**src/hdl/atacc_pkg.sv**
```systemverilog
`timescale 1ns / 1ps
// Shared types, constants and helper functions for the affine transform accumulator.
// Used by every module of the block; depends on nothing else.
package atacc_pkg;

  localparam int unsigned MaxSteps   = 48;
  localparam int unsigned CordicIters = 24;

  localparam logic signed [31:0] OneQ16     = 32'sd65536;
  localparam logic signed [31:0] Sat32Max   = 32'sh7fffffff;
  localparam logic signed [31:0] Sat32Min   = 32'sh80000000;
  localparam logic signed [33:0] CordicGain = 34'sd652032874;
  localparam logic [31:0]        PiQ30      = 32'd3373259426;

  localparam logic [2:0] CMD_AFFINE    = 3'd0;
  localparam logic [2:0] CMD_TRANSLATE = 3'd1;
  localparam logic [2:0] CMD_SCALE     = 3'd2;
  localparam logic [2:0] CMD_ROTATE    = 3'd3;
  localparam logic [2:0] CMD_SKEW      = 3'd4;

  typedef enum logic [2:0] {
    ST_IDLE,
    ST_COR,
    ST_TAN,
    ST_MUL,
    ST_ACC,
    ST_DONE
  } state_e;

  typedef struct packed {
    logic        start;
    logic [14:0] angle;
  } cordic_req_t;

  typedef struct packed {
    logic               done;
    logic signed [33:0] cos_v;
    logic signed [33:0] sin_v;
  } cordic_rsp_t;

  function automatic logic signed [33:0] atan_f(input logic [4:0] i);
    logic signed [33:0] r;
    unique case (i)
      5'd0:  r = 34'sd843314856;
      5'd1:  r = 34'sd497837829;
      5'd2:  r = 34'sd263043836;
      5'd3:  r = 34'sd133525158;
      5'd4:  r = 34'sd67021686;
      5'd5:  r = 34'sd33543515;
      5'd6:  r = 34'sd16775850;
      5'd7:  r = 34'sd8388437;
      5'd8:  r = 34'sd4194282;
      5'd9:  r = 34'sd2097149;
      5'd10: r = 34'sd1048575;
      5'd11: r = 34'sd524287;
      5'd12: r = 34'sd262143;
      5'd13: r = 34'sd131071;
      5'd14: r = 34'sd65535;
      5'd15: r = 34'sd32767;
      5'd16: r = 34'sd16383;
      5'd17: r = 34'sd8191;
      5'd18: r = 34'sd4095;
      5'd19: r = 34'sd2047;
      5'd20: r = 34'sd1023;
      5'd21: r = 34'sd511;
      5'd22: r = 34'sd255;
      5'd23: r = 34'sd127;
      default: r = '0;
    endcase
    return r;
  endfunction

  function automatic logic signed [31:0] sat32_f(input logic signed [50:0] v);
    logic signed [31:0] r;
    if (v > 51'(Sat32Max)) begin
      r = Sat32Max;
    end else if (v < 51'(Sat32Min)) begin
      r = Sat32Min;
    end else begin
      r = v[31:0];
    end
    return r;
  endfunction

endpackage

```
**src/hdl/atacc_cordic.sv**
```systemverilog
`timescale 1ns / 1ps
// Iterative rotation-mode CORDIC giving Q30 cosine and sine, one iteration per cycle.
// Depends on atacc_pkg.
module atacc_cordic (
  input  logic                     clk_i,
  input  logic                     rst_ni,
  input  atacc_pkg::cordic_req_t   req_i,
  output atacc_pkg::cordic_rsp_t   rsp_o
);
  import atacc_pkg::*;

  logic signed [33:0] x_q, y_q, z_q;
  logic signed [33:0] x_d, y_d, z_d;
  logic [4:0]         iter_q;
  logic               busy_q, done_q;
  logic [46:0]        zmul;

  assign zmul = 47'(req_i.angle) * 47'(PiQ30);

  always_comb begin
    if (!z_q[33]) begin
      x_d = x_q - (y_q >>> iter_q);
      y_d = y_q + (x_q >>> iter_q);
      z_d = z_q - atan_f(iter_q);
    end else begin
      x_d = x_q + (y_q >>> iter_q);
      y_d = y_q - (x_q >>> iter_q);
      z_d = z_q + atan_f(iter_q);
    end
  end

  always_ff @(posedge clk_i or negedge rst_ni) begin
    if (!rst_ni) begin
      busy_q <= 1'b0;
      done_q <= 1'b0;
      iter_q <= '0;
    end else begin
      done_q <= 1'b0;
      if (req_i.start) begin
        busy_q <= 1'b1;
        iter_q <= '0;
      end else if (busy_q) begin
        iter_q <= iter_q + 5'd1;
        if (iter_q == 5'(CordicIters - 1)) begin
          busy_q <= 1'b0;
          done_q <= 1'b1;
        end
      end
    end
  end

  always_ff @(posedge clk_i) begin
    if (req_i.start) begin
      x_q <= CordicGain;
      y_q <= '0;
      z_q <= {3'b000, zmul[46:16]};
    end else if (busy_q) begin
      x_q <= x_d;
      y_q <= y_d;
      z_q <= z_d;
    end
  end

  assign rsp_o.done  = done_q;
  assign rsp_o.cos_v = x_q;
  assign rsp_o.sin_v = y_q;

endmodule

```
**config.mk**
```make
export PLATFORM = sky130hd
export DESIGN_NAME = atacc_cordic
export DESIGN_NICKNAME = d
export VERILOG_FILES = /design/src/hdl/atacc_pkg.sv /design/src/hdl/atacc_cordic.sv
export SDC_FILE = /design/constraint.sdc
export NUM_CORES = 1
export LEC_CHECK = 0
export ABC_CLOCK_PERIOD_IN_PS = 6700
export BUFFER_PORTS_ARGS = -buffer_cell sky130_fd_sc_hd__buf_4
export CAP_MARGIN = 20
export CORE_ASPECT_RATIO = 0.5
export CORE_MARGIN = 4
export CORE_UTILIZATION = 45
export CTS_BUF_LIST = sky130_fd_sc_hd__clkbuf_4 sky130_fd_sc_hd__clkbuf_8 sky130_fd_sc_hd__clkbuf_16
export CTS_CLUSTER_DIAMETER = 30
export DETAILED_ROUTE_END_ITERATION = 8
export PLACE_DENSITY_LB_ADDON = 0.3
export SETUP_SLACK_MARGIN = 0.15
export SYNTH_ARGS = -nofsm -noshare
export SYNTH_HDL_FRONTEND = slang
export SYNTH_SLANG_ARGS = --single-unit
```
**constraint.sdc**
```tcl
create_clock -name clk_i -period 6.7 [get_ports clk_i]
set_input_delay 0.335 -clock clk_i [delete_from_list [all_inputs] [get_ports clk_i]]
set_output_delay 0.335 -clock clk_i [all_outputs]
set_load 0.03 [all_outputs]
```
==> results of run 1 <==
-- worst register-to-register path: cells and delay by family (launching register included) --
| family | cells | cell delay (ps) |
|---|---|---|
| compound gates | 10 | 1780 |
| mux | 3 | 1260 |
| simple gates | 7 | 1260 |
| buf+inv | 6 | 1070 |
| flops | 1 | 560 |
| fa+ha+maj | 1 | 360 |
-- layer usage --
| layer | global-route usage, % | part of all wire, % | vias to the layer above |
|---|---|---|---|
| met5 | 0 | 0.018 | - |
| met4 | 8.86 | 3.4 | 2 |
| met3 | 4.63 | 7.5 | 136 |
| met2 | 42.3 | 44 | 756 |
| met1 | 35.6 | 45 | 9787 |
| li1 | - | - | 9524 |
-- Yosys cell counts, drive strengths merged (7+ instances only) --
| library cell | number |
|---|---|
| o21bai | 10 |
| nor3 | 39 |
| a21boi | 10 |
| o211ai | 18 |
| nor2b | 17 |
| ha | 275 |
| o22ai | 29 |
| fa | 140 |
| or2 | 17 |
| a22oi | 14 |
| buf | 60 |
| a21oi | 188 |
| nor3b | 12 |
| or3 | 10 |
| a211oi | 30 |
| and2 | 18 |
| a221oi | 15 |
| nand3 | 25 |
| mux4 | 79 |
| mux2i | 82 |
| o21a | 27 |
| nand2b | 26 |
| mux2 | 38 |
| a21o | 56 |
| nand4 | 13 |
| clkbuf | 63 |
| nand2 | 184 |
| dfxtp | 71 |
| xnor2 | 102 |
| edfxtp | 31 |
| dfrtp | 7 |
| inv | 262 |
| o221ai | 8 |
| o31ai | 12 |
| o311ai | 7 |
| a32oi | 7 |
| and3 | 24 |
| nor2 | 217 |
| a31oi | 33 |
| o21ai | 144 |
| xor2 | 76 |
-- worst max-delay path by stage --
stage               slack [ps]      end  cells past startpoint  startpoint
floorplan                  480  z_q[24]                     21    req_i[3]
global placement            80  z_q[28]                     22    req_i[3]
detailed placement         -30  z_q[28]                     22    req_i[3]
CTS                        290  x_q[33]                     25   iter_q[0]
global route                80  y_q[33]                     24   iter_q[0]
finish                     300  x_q[33]                     27   iter_q[0]
-- state kept, by name, indices dropped and copies added (netlist names) --
register and cells:
x_q 34, y_q 34, z_q 34, iter_q 5, busy_q 1, done_q 1
-- through the flow --
stage               instances  worst slack [ps]  area [um2]
finish                   3358               296       24700
global route             3358              77.8       24700
CTS                      3350               295       24600
detailed placement       3332             -27.6       24200
global placement         3331              84.1       24200
floorplan                2586               484       22300
-- final cells by class --
class / instances / area (um2) / area share [%]
Multi-Input combinational cell: 2091 / 18200 / 73.8
Sequential cell: 109 / 2550 / 10.3
Timing Repair Buffer: 230 / 1820 / 7.39
Inverter: 263 / 987 / 4.00
Tap cell: 649 / 812 / 3.29
Clock buffer: 11 / 240 / 0.974
Clock inverter: 5 / 60.1 / 0.243
-- what timing repair did --
action                     4_1_cts  5_1_grt
hold endpoints to repair         7        0
hold buffers                     1        0
pin swaps                        0        7
setup buffers                    1        8
setup endpoints to repair        1        8
gates cloned                     0        0
resized for setup                0       12
-- logic make-up (layout without fill, tap and decap cells) --
kind of cell | count (synthesis) | in the layout
buffers and inverters | 386 | 509
xor gates and xnor gates | 178 | 178
muxes | 199 | 199
and+or+nand+nor | 626 | 626
AOI/OAI and AO/OA | 673 | 673
DFF | 109 | 109
adders and majority gates | 415 | 415
==> flow_summary.yaml, run 1 <==
synth:
  async_flop_share_pct: 6.42
  synth_fa_ha_area_share_pct: 28.0
  synth_warnings: 0
  synth.area.top_cells: "ha_1 15%, fa_1 13%, mux4_2 7.0%"
  yosys.area_share.simple_pct: 13.2
  yosys.area.top_type_share_pct: 15.4
  ys_seq_area_share_pct: 11.3
  synth-edff-count: 31
  synth_area_leader_cell: "ha_1"
  synth_top_family_by_area: "adder cells"
  netlist_instances: 2586
  ys_types: 98
  synth_xor_area_share_pct: 7.00
  synth_compound_area_share_pct: 19.5
  synth_flop_cell: "dfxtp_1"
  syn_area_um2: 22300
  synth.mux.area_fraction_pct: 13.8
  synthesis.nets: 3019
  ys_seq_elements: 109
  avgSynthCellArea_um2: 8.61
route:
  postRouteAntennaNets: 0
  drt_drc_violations_left: 0
  drt_iter0_markers: 1981
  drt-vias-per-instance: 6.02
  firstDrtPassIters: 8
  drt_wl_total_um: 70300
  routed-via-count: 20205
  wire_per_inst_um: 20.9
worst_setup_path:
  crit_path_max_fanout: 7
  arrival_ps: 6680
  worstPathRequired_ps: 6980
  critPathKind: "reg -> reg"
  crit_path_top_delay_cell: "mux4_2"
  critical_path.max_stage_delay_ps: 600
  r2r-end: "x_q[33]"
  crit_buf_inv: 6
  critPathMostFrequentCell: "buf_4"
  regToRegSetupSlack_ps: 300
  crit_family: "compound AO/OA/AOI/OAI gates"
  timing.rr.start: "iter_q[0]"
  reg2regPathDepth: 27
  worst_setup_path_start_kind: "flop"
  crit_path_end_kind: "flop"
finish:
  syn_to_final_growth_pct: 10.8
  fin_nets: 3137
  final_layout_size_suffix_gt1_share_pct: 14.9
  utilization_pct: 50.7
  fill_cells: 4621
  diodes: 0
  layout_commonest_cell: "ha_1"
  layout_common_cells: "274 x ha_1, 259 x inv_1, 221 x buf_4"
global_route:
  antenna_found_initial: 1
  grt_pass1_wl_um: 110000
  grt_max_degree: 74
  grt.overflow.total: 0
  grt_util_all_layers_pct: 26.1
  grt_pass1_vias: 19531
hold_path:
  min_path_type: "in -> async"
floorplan:
  ios: 87
  die_area_um2: 53300
  die_h_um: 165
  core_area_um2: 48700
  fp.dieW_um: 323
  rows: 57
  start_util_pct: 45.7
timing:
  tightestPinTransition_ps: 971
  fin_skew_ps: 10.2
  relSlewSlack_pct: 35.2
  fmax_mhz: 156
  slew_viol_final: 0
  final_hold_viol_count: 0
  period_minus_slack_ps: 6400
  fin_tns_setup_ps: 0
  report.final.setup_viol: 0
  period_share_pct: 95.6
  rsz0062_at_grt: "true"
  holdWs_ps: 305
clock_network:
  cts_tree: "yes"
  clockBufferDepth: 2
  cts_buffers: 9
  htreeDepth: 3
  clkLatencyLatePin_ps: 390
  clk_pin_slew_ps: 80
  cts.sink_count: 109
  clock-root-buffer: "clkbuf_16"
placed_design:
  port_buffers: 86
  routabilityCongestion: 1.06
  dp_hpwl_um: 55700
outcome:
  status: "completed"
flow_run:
  drv_cap: 0
Power of run 1 is not shown: default switching activity piles up to over one toggle a cycle in this logic, so the estimate is an artifact.
==> run 2, diff against run 1 <==
--- a/config.mk
+++ b/config.mk
@@ -14,6 +14,7 @@
 export CTS_BUF_LIST = sky130_fd_sc_hd__clkbuf_4 sky130_fd_sc_hd__clkbuf_8 sky130_fd_sc_hd__clkbuf_16
 export CTS_CLUSTER_DIAMETER = 30
 export DETAILED_ROUTE_END_ITERATION = 8
+export MAX_ROUTING_LAYER = met4
 export PLACE_DENSITY_LB_ADDON = 0.3
 export SETUP_SLACK_MARGIN = 0.15
 export SYNTH_ARGS = -nofsm -noshare
==> run 2 against run 1 <==
Clock skew rose by 0.59 ps. Maximum frequency increased by 2.3%. Global-route usage grew 1.8 points. Worst setup slack improved by 140 ps. Register-to-register slack better by 140 ps. Final cell count increased by 0.51%. Worst hold slack lost 11 ps. Critical path type unchanged. Via count is 0.49% higher. Count of clock-buffer cells in the layout fell by 1. First-iteration DRC count grew 3.0%. Flip-flop and latch count stayed put. Highest routed layer is now met4.
==> flow_summary.yaml, run 2 (synthesis results as in run 1) <==
outcome:
  status: "completed"
route:
  drt-vias-per-instance: 6.02
  wire_per_inst_um: 21.5
  drt_drc_violations_left: 0
  routed-via-count: 20304
  firstDrtPassIters: 8
  drt_iter0_markers: 2040
  postRouteAntennaNets: 0
  drt_wl_total_um: 72600
finish:
  ff_latch_area_um2: 2550
  fill_cells: 4718
  fin_area_um2: 24800
  layout_commonest_cell: "ha_1"
  final_layout_size_suffix_gt1_share_pct: 15.6
  fin_nets: 3153
  syn_to_final_growth_pct: 11.3
  stdcell_count: 3375
  layout_common_cells: "274 x ha_1, 259 x inv_1, 238 x buf_4"
  biggestRegsByFlops: "x_q: 34 flops, y_q: 34 flops, z_q: 34 flops"
  multi_input_area_um2: 18200
worst_setup_path:
  reg2regPathDepth: 27
  arrival_ps: 6550
  crit_path_end_kind: "flop"
  critPathKind: "reg -> reg"
  critical_path.max_stage_delay_ps: 520
  critPathMostFrequentCell: "buf_4"
  worstPathRequired_ps: 6980
  crit_path_top_delay_cell: "dfrtp_4"
  cp-startpoint: "iter_q[0]"
  worst_setup_path_start_kind: "flop"
  timing.rr.start: "iter_q[0]"
  crit_path_max_fanout: 15
floorplan:
  ios: 87
  die_area_um2: 53300
  core_area_um2: 48700
  start_util_pct: 45.7
  rows: 57
  fp.dieW_um: 323
  die_h_um: 165
clock_network:
  clkLatencyLatePin_ps: 390
  cts_tree: "yes"
  clock-root-buffer: "clkbuf_16"
  htreeDepth: 3
  clk_pin_slew_ps: 80
  cts_buffers: 9
  clockBufferDepth: 2
  cts.sink_count: 109
timing:
  period_share_pct: 93.5
  rsz0062_at_grt: "true"
  slew_viol_final: 0
  period_minus_slack_ps: 6260
  relSlewSlack_pct: 20.1
  report.final.setup_viol: 0
  holdWs_ps: 294
  tightestPinTransition_ps: 1190
  fin_skew_ps: 10.8
  final_hold_viol_count: 0
  fin_tns_setup_ps: 0
  fmax_mhz: 160
global_route:
  grt_pass1_wl_um: 114000
  grt.overflow.total: 0
  antenna_found_initial: 0
  grt_max_degree: 65
  grt_util_all_layers_pct: 27.9
  grt_pass1_vias: 19707
placed_design:
  routabilityCongestion: 1.04
  dp_cells: 3351
  port_buffers: 86
  dp_hpwl_um: 57500
  post_dp_cell_area_um2: 24300
flow_run:
  drv_cap: 0
hold_path:
  min_path_type: "in -> async"
-- run 2: area by class of cell --
cell class / count / area share, %
Antenna cell: 1 / 0.0101
Clock buffer: 10 / 0.964
Clock inverter: 6 / 0.182
Inverter: 263 / 3.99
Multi-Input combinational cell: 2091 / 73.5
Sequential cell: 109 / 10.3
Tap cell: 649 / 3.28
Timing Repair Buffer: 246 / 7.76
-- run 2: path summary, 6_finish.rpt --
check | end | slack (ps)
setup / recovery | x_q[33] | 440
hold / removal | done_q | 290
setup reg to reg | x_q[33] | 440
hold reg to reg | z_q[31] | 480
max in group asynchronous | iter_q[1] | 6260
min in group clk_i | iter_q[4] | 440
-- run 2: routing by layer --
layer  vias up  routed length (um)  share of wire [%]  global-route usage (%)
met1      9873               33000                 46                    37.8
li1       9574                   -                  -                       -
met3       115                5270                7.3                    4.57
met2       742               32200                 44                    43.8
met5         -                   0                  0                       -
met4         0                2110                2.9                    7.56
-- run 2: per-stage QoR --
| step | util (%) | worst slack (ps) |
|---|---|---|
| finish | 50.9 | 437 |
| global route | 50.9 | 100 |
| CTS | 50.6 | 181 |
| detailed placement | 50.0 | 28.8 |
| global placement | 50.0 | 138 |
| floorplan | - | 484 |
-- run 2: worst max-delay path, delay by kind of cell, from the launching register on --
family | cells | cell delay (ps)
compound gates | 9 | 1470
fa+ha+maj | 1 | 370
buf+inv | 6 | 970
flops | 1 | 520
mux | 1 | 320
simple gates | 10 | 2490
-- run 2: what timing repair did --
action,4_1_cts,5_1_grt
hold buffers,1,0
resized for setup,0,21
endpoints found under the hold margin,7,0
setup buffers,0,6
setup endpoints to repair,0,18
Power of run 2 is left out for the same reason.
